File: src/rtl/hcbd_pkg.sv
// ----------------------------------------------------------------------------
// hcbd_pkg
// Shared types and constants of the HTTP chunked body decoder.
// ----------------------------------------------------------------------------
package hcbd_pkg;

  localparam int unsigned MAX_HEX_DIGITS = 8;
  localparam int unsigned QUEUE_DEPTH    = 2;
  localparam int unsigned CFG_DATA_W     = 32;
  localparam int unsigned CFG_ADDR_W     = 1;
  localparam int unsigned COUNT_W        = 32;

  localparam logic [CFG_ADDR_W-1:0] REG_CHUNKED_MODE    = 1'b0;
  localparam logic [CFG_ADDR_W-1:0] REG_EXPECTED_LENGTH = 1'b1;

  localparam logic [7:0] CHAR_CR = 8'h0D;
  localparam logic [7:0] CHAR_LF = 8'h0A;

  localparam logic [1:0] PHASE_CODE_SIZE  = 2'd0;
  localparam logic [1:0] PHASE_CODE_DATA  = 2'd1;
  localparam logic [1:0] PHASE_CODE_TRAIL = 2'd2;
  localparam logic [1:0] PHASE_CODE_DONE  = 2'd3;

  localparam logic [1:0] TRAIL_SKIP_BYTES = 2'd2;

  typedef enum logic [3:0] {
    PH_SIZE  = 4'b0001,
    PH_DATA  = 4'b0010,
    PH_TRAIL = 4'b0100,
    PH_DONE  = 4'b1000
  } phase_e;

  typedef struct packed {
    logic [7:0] data;
    logic [3:0] nibble;
    logic       is_hex;
    logic       is_cr;
    logic       is_lf;
  } item_t;

  function automatic logic [1:0] phase_code(input phase_e ph);
    logic [1:0] code;
    case (ph)
      PH_SIZE:  code = PHASE_CODE_SIZE;
      PH_DATA:  code = PHASE_CODE_DATA;
      PH_TRAIL: code = PHASE_CODE_TRAIL;
      PH_DONE:  code = PHASE_CODE_DONE;
      default:  code = PHASE_CODE_SIZE;
    endcase
    return code;
  endfunction

endpackage

File: src/rtl/hcbd_front.sv
// ----------------------------------------------------------------------------
// hcbd_front
// Input side: takes body bytes and tags hex digit, CR and LF.
// ----------------------------------------------------------------------------
module hcbd_front (
  input  logic           in_valid_i,
  output logic           in_ready_o,
  input  logic [7:0]     data_byte_i,
  output logic           push_o,
  output hcbd_pkg::item_t item_o,
  input  logic           q_ready_i
);

  logic [3:0] nibble;
  logic       is_hex;

  always_comb begin
    nibble = 4'd0;
    is_hex = 1'b0;
    if (data_byte_i >= 8'h30 && data_byte_i <= 8'h39) begin
      nibble = data_byte_i[3:0];
      is_hex = 1'b1;
    end else if ((data_byte_i >= 8'h61 && data_byte_i <= 8'h66) ||
                 (data_byte_i >= 8'h41 && data_byte_i <= 8'h46)) begin
      nibble = data_byte_i[3:0] + 4'd9;
      is_hex = 1'b1;
    end
  end

  assign item_o.data   = data_byte_i;
  assign item_o.nibble = nibble;
  assign item_o.is_hex = is_hex;
  assign item_o.is_cr  = (data_byte_i == hcbd_pkg::CHAR_CR);
  assign item_o.is_lf  = (data_byte_i == hcbd_pkg::CHAR_LF);

  assign in_ready_o = q_ready_i;
  assign push_o     = in_valid_i & q_ready_i;

endmodule

File: src/rtl/hcbd_queue.sv
// ----------------------------------------------------------------------------
// hcbd_queue
// Short queue of tagged beats between the front and back sides.
// ----------------------------------------------------------------------------
module hcbd_queue #(
  parameter int unsigned Depth = hcbd_pkg::QUEUE_DEPTH
) (
  input  logic            clk_i,
  input  logic            rst_ni,
  input  logic            push_i,
  input  hcbd_pkg::item_t item_i,
  output logic            ready_o,
  input  logic            pop_i,
  output logic            valid_o,
  output hcbd_pkg::item_t item_o
);

  localparam int unsigned PtrW = (Depth > 1) ? $clog2(Depth) : 1;
  localparam int unsigned CntW = $clog2(Depth + 1);

  hcbd_pkg::item_t mem_q [Depth];
  logic [PtrW-1:0] wr_ptr_q, rd_ptr_q;
  logic [CntW-1:0] cnt_q;

  function automatic logic [PtrW-1:0] ptr_next(input logic [PtrW-1:0] p);
    return (p == PtrW'(Depth - 1)) ? '0 : p + 1'b1;
  endfunction

  assign ready_o = (cnt_q != CntW'(Depth));
  assign valid_o = (cnt_q != '0);
  assign item_o  = mem_q[rd_ptr_q];

  always_ff @(posedge clk_i) begin
    if (push_i) begin
      mem_q[wr_ptr_q] <= item_i;
    end
  end

  always_ff @(posedge clk_i or negedge rst_ni) begin
    if (!rst_ni) begin
      wr_ptr_q <= '0;
      rd_ptr_q <= '0;
      cnt_q    <= '0;
    end else begin
      if (push_i) begin
        wr_ptr_q <= ptr_next(wr_ptr_q);
      end
      if (pop_i) begin
        rd_ptr_q <= ptr_next(rd_ptr_q);
      end
      case ({push_i, pop_i})
        2'b10:   cnt_q <= cnt_q + 1'b1;
        2'b01:   cnt_q <= cnt_q - 1'b1;
        default: cnt_q <= cnt_q;
      endcase
    end
  end

endmodule

File: src/rtl/hcbd_back.sv
// ----------------------------------------------------------------------------
// hcbd_back
// Decode side: length and chunked parsing, result register.
// ----------------------------------------------------------------------------
module hcbd_back #(
  parameter int unsigned MaxHexDigits = hcbd_pkg::MAX_HEX_DIGITS
) (
  input  logic                            clk_i,
  input  logic                            rst_ni,
  input  logic                            cfg_we_i,
  input  logic [hcbd_pkg::CFG_ADDR_W-1:0] cfg_addr_i,
  input  logic [hcbd_pkg::CFG_DATA_W-1:0] cfg_wdata_i,
  input  logic                            q_valid_i,
  input  hcbd_pkg::item_t                 q_item_i,
  output logic                            q_pop_o,
  output logic                            out_valid_o,
  input  logic                            out_ready_i,
  output logic                            payload_valid_o,
  output logic [7:0]                      payload_byte_o,
  output logic                            body_complete_o,
  output logic                            size_error_o,
  output logic [1:0]                      parse_phase_o,
  output logic [hcbd_pkg::COUNT_W-1:0]    payload_count_o
);

  localparam int unsigned DigitW = $clog2(MaxHexDigits + 1);
  localparam int unsigned CntW   = hcbd_pkg::COUNT_W;

  logic                 chunked_q;
  logic [CntW-1:0]      expected_q;
  hcbd_pkg::phase_e     phase_q, phase_d;
  logic [31:0]          accum_q, accum_d;
  logic [DigitW-1:0]    digits_q, digits_d;
  logic                 ended_q, ended_d;
  logic                 cr_seen_q, cr_seen_d;
  logic [31:0]          remain_q, remain_d;
  logic [1:0]           skip_q, skip_d;
  logic [CntW-1:0]      total_q, total_d;
  logic                 done_q, done_d;
  logic                 error_q, error_d;

  logic                 res_valid;
  logic                 ended;
  logic [CntW-1:0]      total_inc;
  logic [31:0]          remain_dec;
  logic [1:0]           skip_dec;
  logic                 restart;

  logic                 out_pv_q;
  logic [7:0]           out_byte_q;
  logic                 out_done_q, out_err_q, out_valid_q;
  logic [1:0]           out_phase_q;
  logic [CntW-1:0]      out_cnt_q;

  assign q_pop_o   = q_valid_i & (~out_valid_q | out_ready_i);
  assign restart   = cfg_we_i &
                     ((cfg_addr_i == hcbd_pkg::REG_CHUNKED_MODE) ||
                      (cfg_addr_i == hcbd_pkg::REG_EXPECTED_LENGTH));
  assign total_inc = (&total_q) ? total_q : total_q + 1'b1;
  assign remain_dec = (remain_q != '0) ? remain_q - 1'b1 : remain_q;
  assign skip_dec   = (skip_q != '0) ? skip_q - 1'b1 : skip_q;

  always_comb begin
    phase_d   = phase_q;
    accum_d   = accum_q;
    digits_d  = digits_q;
    ended_d   = ended_q;
    cr_seen_d = cr_seen_q;
    remain_d  = remain_q;
    skip_d    = skip_q;
    total_d   = total_q;
    done_d    = done_q;
    error_d   = error_q;
    res_valid = 1'b0;
    ended     = ended_q;
    if (!done_q) begin
      if (!chunked_q) begin
        res_valid = 1'b1;
        total_d   = total_inc;
        if (total_inc >= expected_q) begin
          done_d  = 1'b1;
          phase_d = hcbd_pkg::PH_DONE;
        end else begin
          phase_d = hcbd_pkg::PH_DATA;
        end
      end else begin
        case (phase_q)
          hcbd_pkg::PH_SIZE: begin
            if (cr_seen_q) begin
              cr_seen_d = 1'b0;
              ended     = 1'b1;
            end
            if (cr_seen_q && q_item_i.is_lf) begin
              if (accum_q == '0) begin
                done_d  = 1'b1;
                phase_d = hcbd_pkg::PH_DONE;
              end else begin
                remain_d = accum_q;
                phase_d  = hcbd_pkg::PH_DATA;
              end
              accum_d  = '0;
              digits_d = '0;
              ended_d  = 1'b0;
            end else if (q_item_i.is_cr) begin
              cr_seen_d = 1'b1;
              ended_d   = ended;
            end else if (!ended && q_item_i.is_hex) begin
              if (digits_q >= DigitW'(MaxHexDigits)) begin
                error_d = 1'b1;
                done_d  = 1'b1;
                phase_d = hcbd_pkg::PH_DONE;
              end else begin
                accum_d  = {accum_q[27:0], q_item_i.nibble};
                digits_d = digits_q + 1'b1;
              end
            end else begin
              ended_d = 1'b1;
            end
          end
          hcbd_pkg::PH_DATA: begin
            res_valid = 1'b1;
            total_d   = total_inc;
            remain_d  = remain_dec;
            if (remain_dec == '0) begin
              phase_d = hcbd_pkg::PH_TRAIL;
              skip_d  = hcbd_pkg::TRAIL_SKIP_BYTES;
            end
          end
          hcbd_pkg::PH_TRAIL: begin
            skip_d = skip_dec;
            if (skip_dec == '0) begin
              phase_d = hcbd_pkg::PH_SIZE;
            end
          end
          default: begin
            done_d  = 1'b1;
            phase_d = hcbd_pkg::PH_DONE;
          end
        endcase
      end
    end
  end

  always_ff @(posedge clk_i or negedge rst_ni) begin
    if (!rst_ni) begin
      chunked_q  <= 1'b0;
      expected_q <= '0;
    end else if (cfg_we_i) begin
      case (cfg_addr_i)
        hcbd_pkg::REG_CHUNKED_MODE:    chunked_q  <= cfg_wdata_i[0];
        hcbd_pkg::REG_EXPECTED_LENGTH: expected_q <= cfg_wdata_i[CntW-1:0];
        default: ;
      endcase
    end
  end

  always_ff @(posedge clk_i or negedge rst_ni) begin
    if (!rst_ni) begin
      phase_q   <= hcbd_pkg::PH_SIZE;
      accum_q   <= '0;
      digits_q  <= '0;
      ended_q   <= 1'b0;
      cr_seen_q <= 1'b0;
      remain_q  <= '0;
      skip_q    <= '0;
      total_q   <= '0;
      done_q    <= 1'b0;
      error_q   <= 1'b0;
    end else if (restart) begin
      phase_q   <= hcbd_pkg::PH_SIZE;
      accum_q   <= '0;
      digits_q  <= '0;
      ended_q   <= 1'b0;
      cr_seen_q <= 1'b0;
      remain_q  <= '0;
      skip_q    <= '0;
      total_q   <= '0;
      done_q    <= 1'b0;
      error_q   <= 1'b0;
    end else if (q_pop_o) begin
      phase_q   <= phase_d;
      accum_q   <= accum_d;
      digits_q  <= digits_d;
      ended_q   <= ended_d;
      cr_seen_q <= cr_seen_d;
      remain_q  <= remain_d;
      skip_q    <= skip_d;
      total_q   <= total_d;
      done_q    <= done_d;
      error_q   <= error_d;
    end
  end

  always_ff @(posedge clk_i or negedge rst_ni) begin
    if (!rst_ni) begin
      out_valid_q <= 1'b0;
    end else if (q_pop_o) begin
      out_valid_q <= 1'b1;
    end else if (out_ready_i) begin
      out_valid_q <= 1'b0;
    end
  end

  always_ff @(posedge clk_i) begin
    if (q_pop_o) begin
      out_pv_q    <= res_valid;
      out_byte_q  <= res_valid ? q_item_i.data : 8'd0;
      out_done_q  <= done_d;
      out_err_q   <= error_d;
      out_phase_q <= hcbd_pkg::phase_code(phase_d);
      out_cnt_q   <= total_d;
    end
  end

  assign out_valid_o     = out_valid_q;
  assign payload_valid_o = out_pv_q;
  assign payload_byte_o  = out_byte_q;
  assign body_complete_o = out_done_q;
  assign size_error_o    = out_err_q;
  assign parse_phase_o   = out_phase_q;
  assign payload_count_o = out_cnt_q;

endmodule

File: src/rtl/http_chunked_body_decoder_unit.sv
// ----------------------------------------------------------------------------
// http_chunked_body_decoder_unit
// HTTP request body decoder for fixed-length and chunked transfer bodies.
// ----------------------------------------------------------------------------
// Input channel: one raw body byte per beat (in_valid_i / in_ready_o).
// Output channel: one result per input beat (out_valid_o / out_ready_i),
// carrying the payload byte when it belongs to the body, completion and
// size error flags, the parse phase and the running payload count.
// Configuration: cfg_we_i writes register cfg_addr_i (0 chunked mode,
// 1 expected length) from cfg_wdata_i; any write restarts the decoder.
// A beat is held in the queue and then in the result register. Throughput is
// one byte per cycle unless out_ready_i stalls, set by the back side decode step.
// A two-beat queue sits between the byte tagger and the decoder, and the
// result register lets the decoder run while the queue refills.
// When the receiver stalls, the result holds, the queue fills and then
// in_ready_o drops. Reset clears the queue, all parse state and the
// configuration registers (length mode, expected length zero).
// ----------------------------------------------------------------------------
module http_chunked_body_decoder_unit #(
  parameter int unsigned MaxHexDigits = hcbd_pkg::MAX_HEX_DIGITS,
  parameter int unsigned QueueDepth   = hcbd_pkg::QUEUE_DEPTH
) (
  input  logic                            clk_i,
  input  logic                            rst_ni,
  input  logic                            cfg_we_i,
  input  logic [hcbd_pkg::CFG_ADDR_W-1:0] cfg_addr_i,
  input  logic [hcbd_pkg::CFG_DATA_W-1:0] cfg_wdata_i,
  input  logic                            in_valid_i,
  output logic                            in_ready_o,
  input  logic [7:0]                      data_byte_i,
  output logic                            out_valid_o,
  input  logic                            out_ready_i,
  output logic                            payload_valid_o,
  output logic [7:0]                      payload_byte_o,
  output logic                            body_complete_o,
  output logic                            size_error_o,
  output logic [1:0]                      parse_phase_o,
  output logic [hcbd_pkg::COUNT_W-1:0]    payload_count_o
);

  logic            push, q_ready, q_valid, q_pop;
  hcbd_pkg::item_t push_item, q_item;

  hcbd_front u_front (
    .in_valid_i  (in_valid_i),
    .in_ready_o  (in_ready_o),
    .data_byte_i (data_byte_i),
    .push_o      (push),
    .item_o      (push_item),
    .q_ready_i   (q_ready)
  );

  hcbd_queue #(
    .Depth (QueueDepth)
  ) u_queue (
    .clk_i   (clk_i),
    .rst_ni  (rst_ni),
    .push_i  (push),
    .item_i  (push_item),
    .ready_o (q_ready),
    .pop_i   (q_pop),
    .valid_o (q_valid),
    .item_o  (q_item)
  );

  hcbd_back #(
    .MaxHexDigits (MaxHexDigits)
  ) u_back (
    .clk_i           (clk_i),
    .rst_ni          (rst_ni),
    .cfg_we_i        (cfg_we_i),
    .cfg_addr_i      (cfg_addr_i),
    .cfg_wdata_i     (cfg_wdata_i),
    .q_valid_i       (q_valid),
    .q_item_i        (q_item),
    .q_pop_o         (q_pop),
    .out_valid_o     (out_valid_o),
    .out_ready_i     (out_ready_i),
    .payload_valid_o (payload_valid_o),
    .payload_byte_o  (payload_byte_o),
    .body_complete_o (body_complete_o),
    .size_error_o    (size_error_o),
    .parse_phase_o   (parse_phase_o),
    .payload_count_o (payload_count_o)
  );

endmodule

File: config.mk
export PLATFORM = sky130hd
export DESIGN_NAME = http_chunked_body_decoder_unit
export DESIGN_NICKNAME = d
export VERILOG_FILES = /design/src/rtl/hcbd_pkg.sv /design/src/rtl/hcbd_front.sv /design/src/rtl/hcbd_queue.sv /design/src/rtl/hcbd_back.sv /design/src/rtl/http_chunked_body_decoder_unit.sv
export SDC_FILE = /design/constraint.sdc
export NUM_CORES = 1
export LEC_CHECK = 0
export BUFFER_PORTS_ARGS = -buffer_cell sky130_fd_sc_hd__buf_4
export CAP_MARGIN = 20
export CORE_UTILIZATION = 60
export CTS_CLUSTER_SIZE = 8
export DETAILED_ROUTE_END_ITERATION = 12
export PLACE_DENSITY = 0.8
export SYNTH_ARGS = -nofsm -noshare
export SYNTH_HDL_FRONTEND = slang
export SYNTH_SLANG_ARGS = --single-unit
export TNS_END_PERCENT = 20
File: constraint.sdc
create_clock -name clk_i -period 5.8 [get_ports clk_i]
set_input_delay 0.29 -clock clk_i [delete_from_list [all_inputs] [get_ports clk_i]]
set_output_delay 0.29 -clock clk_i [all_outputs]
set_load 0.03 [all_outputs]
# Word-level counts from Yosys, hierarchy flattened
# Memories as Yosys holds them, arrays and structs flattened.
# Cells that the tools add are included.
[classes] bitwise=5 n_reduce_logical=30 mux=106 addsub=9 magnitude_cmp=8 n_eq_ne=18
[op_table] operator="$mux 32" count=22
[op_table] operator="$mux 4" count=23
[op_table] operator="$logic_not 32->1" count=2
[op_table] operator="$pmux 32 s2" count=1
[op_table] operator="$mux 1" count=49
[op_table] operator="$add 32x1->32 const B" count=1
[op_table] operator="$ge 32x32->1" count=1
[op_table] operator="$reduce_and 32->1" count=1
[op_table] operator="$reduce_bool 32->1" count=1
[op_table] operator="$sub 32x1->32 const B" count=1
[op_table] operator="$eq 8x4->1 const B" count=2
[op_table] operator="$ge 8x7->1 const B" count=2
[op_table] operator="$le 8x7->1 const B" count=2
[op_table] operator="$reduce_bool 2->1" count=7
[op_table] operator="$mux 2" count=6
[op_table] operator="$ne 3x2->1 const B" count=4
[op_table] operator="$pmux 4 s3" count=1
[op_table] operator="$reduce_and 5->1" count=2
[op_table] operator="$reduce_bool 3->1" count=3
[op_table] operator="$eq 4x2->1 const B" count=2
[op_table] operator="$eq 4x3->1 const B" count=2
[op_table] operator="$ge 8x6->1 const B" count=1
[op_table] operator="$le 8x6->1 const B" count=1
[op_table] operator="$pmux 2 s2" count=2
[op_table] operator="other kinds (27)" count=37
[totals] out_inout_bits=47 input_bits=46 wordCells=199 ramBits=30 memories=1 ff_bits=193
[memory_table] memory="u_queue.mem_q" depth=2 word_bits=15 read_ports=1 rd_ports_with_merged_regs=0 write_ports=1 line_no="hcbd_queue.sv:21" text="hcbd_pkg::item_t mem_q [Depth];"

# Longest topological paths before layout
[logic_depth] word_depth=14 ltp_mapped=20 depth_no_buf=19

# Modules after synthesis
# A second synthesis with hierarchy kept.
[hier_totals] cells_unflattened=1206 area_unflattened_um2=12165.4
[by_module_without_submodules] module="hcbd_back" area_each_um2=10531.4 n_inst=1 seq_area_each_um2=4956.0 cells_per_inst=1104
[by_module_without_submodules] module="hcbd_queue" area_each_um2=1321.3 n_inst=1 seq_area_each_um2=1001.0 cells_per_inst=63
[by_module_without_submodules] module="hcbd_front" area_each_um2=312.8 n_inst=1 seq_area_each_um2=0.0 cells_per_inst=39

# Worst setup path before layout
# No wires, ideal clock.
[synth_path] path_type="register to register" from="register u_back.total_q[0]" to="register u_back.done_q" setup_slack_ns=1.504 arrival_time_ns=4.218 n_path_buf=2 setup_time_ns=0.078 t_required_ns=5.722 stages_incl_launch_ff=21 period_less_slack_ns=4.296 cell_sequence="dfrtp_1 > ha_1 > and3_1 > clkbuf_1 > nand3_1 > o41ai_2 > or4_1 > buf_4 > nor4_4 > and3_1 > xor2_1 > ha_1 > nand4_1 > nor2_1 > a21oi_1 > a21oi_1 > o2bb2ai_1 > nor4_1 > or3_1 > or2_2 > a21oi_1"
[synth_between] elab_chain_cells=8 word_cells_on_any_way=9 cone_classes="add/sub: 1; order compare: 1; mux: 6; reduce/logical: 1"
[synth_rtl] element="start, declared" line_no="hcbd_back.sv:38" text="logic [CntW-1:0] total_q, total_d;"
[synth_rtl] element="start signal, assigned" line_no="hcbd_back.sv:188" text="total_q <= total_d;"
[synth_rtl] element="$add 32x1->32 / $reduce_and 32->1 (equally long branches)" line_no="hcbd_back.sv:59" text="assign total_inc = (&total_q) ? total_q : total_q + 1'b1;"
[synth_rtl] element="$mux 32 (*)" line_no="hcbd_back.sv:59"
[synth_rtl] element="$ge 32x32->1 (*)" line_no="hcbd_back.sv:80" text="if (total_inc >= expected_q) begin"
[synth_rtl] element="$mux 1 (*)" line_no="hcbd_back.sv:80"
[synth_rtl] element="$mux 1 (*)" line_no="hcbd_back.sv:77" text="if (!chunked_q) begin"
[synth_rtl] element="$mux 1 (*)" line_no="hcbd_back.sv:76" text="if (!done_q) begin"
[synth_rtl] element="$mux 1 (*)" line_no="hcbd_back.sv:180" text="end else if (q_pop_o) begin"
[synth_rtl] element="$mux 1 (*)" line_no="hcbd_back.sv:169" text="end else if (restart) begin"
[synth_rtl] element="end signal, assigned" line_no="hcbd_back.sv:189" text="done_q <= done_d;"
[synth_rtl] element="end, declared" line_no="hcbd_back.sv:39" text="logic done_q, done_d;"
# Mark *: on every way between the ends. The rest lies on a longest branch, timed or not. The select of a mux whose other input is x is not followed.
# A chain may end at the register's enable or synchronous reset.

# Worst setup path after layout
[layout_path] from="register u_back.total_q[25]" to="register u_back.done_q"
# The elaborated chain is that of the path after synthesis.

==> reports/metrics.yaml <==
yosys-top-cells-count: "147 x dfrtp_1, 112 x nor2_1, 98 x nand2_1"
drive_gt1_frac: 0.1527
hp-class: "input port to flip-flop"
crit_chain: "nand2_1 > or4_1 > o41ai_2 > nor2_1 > nand3_1 > nor2_1 > nand3_1 > xnor2_1 > ha_1 > o2111ai_1 > o311ai_0 > o2bb2ai_1 > nor4_1 > or3_1 > or2_2 > a21oi_1"
cts_tree: "yes"
netlist_area_mm2: 0.01207
ios: 93
grt_start_max_net_pins: 79
routedWlPerCell_um: 18.34
power.total_w: 0.005075
synth_seq_area_share: 0.4936
chipHeight_um: 143.8
postSynthCellCount: 1188
grt_pass1_vias: 9470
slowest_delay_ps: 670
die_area_mm2: 0.02068
synth_cell_types: 82
max_cap_viol_count: 0
grt_pass1_wl_um: 47830
clkSlewWorstSetupHoldPaths_ps: 50
min_period_ps: 4994
ir_drop_mv: 0.4411
die_w_um: 143.8
hold_violations: 0
gp_congestion: 0.9306
dr.pass1.iters: 6
avgSynthCellArea_um2: 10.16
fmax_mhz: 200.3
required_ps: 6270
drtIter0Drc: 924
ys_ff_latch: 223
dp.cells: 1489
p_per_area_mw_per_mm2: 356.3
slew_violations: 0
async_flop_share: 0.6637
port_buffers: 92
crit_fanout: 6
synth_top_area_frac: 0.3048
synthTopCellsByArea: "dfrtp_1 30%, edfxtp_1 19%, ha_1 4.3%"
drcViolationCount: 0
setup_violations: 0
antenna_found_initial: 0
fillers: 1399
yosysTopAreaCell: "dfrtp_1"
post-route-period-util: 0.8610
grt.total_usage: 0.2924
cp.arrival_ps: 5470
hold_ws_ps: 74.65
synth_ff_type: "dfrtp_1"
clock_latency_ps: 560
dpl.hpwl_um: 18790
ant_nets: 0
clk_path_buf_depth: 3
totalWireLength_um: 29120
synth.most_common_cell: "dfrtp_1"
final_nets: 1388
finClkSkew_ps: 10.39
path_buf_inv: 0
yosys_warnings: 0
vias_per_cell: 6.093
start_kind: "flip-flop"
initial_core_util: 0.6160
synth-edff-count: 75
path_delay_family: "simple AND/OR/NAND/NOR gates"
outcome: "complete, no violations"
p_leak_nw: 6.292
crit_slowest_cell: "o311ai_0"
tns_ps: 0
areaGrowthSynthToFinish_pct: 18.03
relSlewSlack: 0.3341
core_area_mm2: 0.01959
critPathKind: "flip-flop to flip-flop"
numCtsBuffers: 31
grt.overflow.total: 0
numClockSinks: 223
final_cells: 1588
vias: 9675
critPathCaptureType: "flip-flop"
antenna_cells: 0
tightest_slew_ps: 996.5
mappedNetlistNets: 1275
rsz0062_at_grt: "no"
num_rows: 51
cts_max_level: 1
clockRootBuffer: "clkbuf_16"
sequential cells by signal, indices dropped and copies added, names as in the netlist, 4 cells and up:
register	count
u_queue.mem_q	30
u_back.payload_byte_o	8
u_back.total_q	32
u_back.accum_q	32
u_back.expected_q	32
u_back.payload_count_o	32
u_back.phase_q	4
u_back.remain_q	32
u_back.digits_q	4
power breakdown:
| part | leakage [nW] | internal [W] | switching, W |
|---|---|---|---|
| clock network | 0.419 | 0.000994 | 0.000662 |
| logic | 3.17 | 0.000478 | 0.000862 |
| registers | 2.71 | 0.00193 | 0.000148 |
worst reg2reg max path: cells and delay by family (launching register included):
family / cells / cell delay [ps]
flip-flops: 1 / 480
XOR/XNOR: 1 / 90
AND/OR/NAND/NOR: 9 / 2260
adder cells (fa/ha/maj): 1 / 310
AO/OA/AOI/OAI: 5 / 1760
layout by cell type (no fill, tap or decap), types with 4 or more instances in the layout:
cell	n
nor3_1	32
a21oi_1	64
and3_1	16
buf_4	101
and2_1	9
a22oi_1	4
o21a_1	4
nor2_1	110
inv_1	46
clkbuf_1	23
edfxtp_1	75
dfrtp_1	147
clkbuf_16	31
a22o_1	40
and4_1	8
a21o_1	8
mux2i_1	10
or3_1	23
or2_2	5
nor4_1	24
nor4b_1	5
o211ai_1	9
or4_1	5
dlygate4sd3_1	43
nand2b_1	9
xor2_1	40
o31ai_1	6
a211oi_1	5
nand4_1	14
nand2_1	98
ha_1	41
a31oi_1	7
xnor2_1	53
o21ai_0	77
mux2_2	38
nand3_1	25
area by class of cell:
type / count / area (um^2) / share of cell area
Inverter: 48 / 180.2 / 0.01265
Clock inverter: 1 / 20.02 / 0.001405
Timing Repair Buffer: 146 / 1212 / 0.08512
Multi-Input combinational cell: 851 / 5680 / 0.3988
Tap cell: 265 / 331.6 / 0.02328
Clock buffer: 54 / 862.1 / 0.06052
Sequential cell: 223 / 5957 / 0.4182
worst paths after layout:
kind	from	to	slack, ps	cells after the start
setup / recovery	u_back.total_q[25]	u_back.done_q	810	16
hold / removal	in_valid_i	u_queue.wr_ptr_q	70	3
setup reg to reg	u_back.total_q[25]	u_back.done_q	810	16
hold reg to reg	u_queue.wr_ptr_q	u_queue.wr_ptr_q	500	1
max in group asynchronous	rst_ni	u_back.expected_q[29]	4030	3
min in group asynchronous	rst_ni	u_back.expected_q[20]	350	2
repair_timing:
action                                 in CTS  in global routing
hold buffers                               43                  0
buffers inserted                            0                  0
resized for setup                           0                  0
endpoints found under the hold margin     127                  0
through the flow:
stage	area, um^2	utilization	worst slack [ps]
after floorplan	12070	-	1504
after global placement	12920	0.6594	1126
after detailed placement	12920	0.6594	901.2
after CTS	14230	0.7264	876.1
after global routing	14240	0.7271	530.6
final	14240	0.7271	806.4
kinds of logic (layout without fill, tap and decap cells):
kind of cell / Yosys count / after routing / share of synthesized area
buf+inv: 114 / 249 / 0.03691
simple gates: 411 / 411 / 0.1768
mux: 49 / 49 / 0.04469
flops: 223 / 223 / 0.4936
compound gates: 257 / 257 / 0.1380
fa+ha+maj: 41 / 41 / 0.04251
xor+xnor: 93 / 93 / 0.06750
per-layer routing:
layer | share of wire | track usage
met2 | 0.47 | 0.4678
met1 | 0.44 | 0.4064
met4 | 0.028 | 0.1008
met3 | 0.061 | 0.04465
met5 | 0 | 0
(Power assumes the default switching activity.)
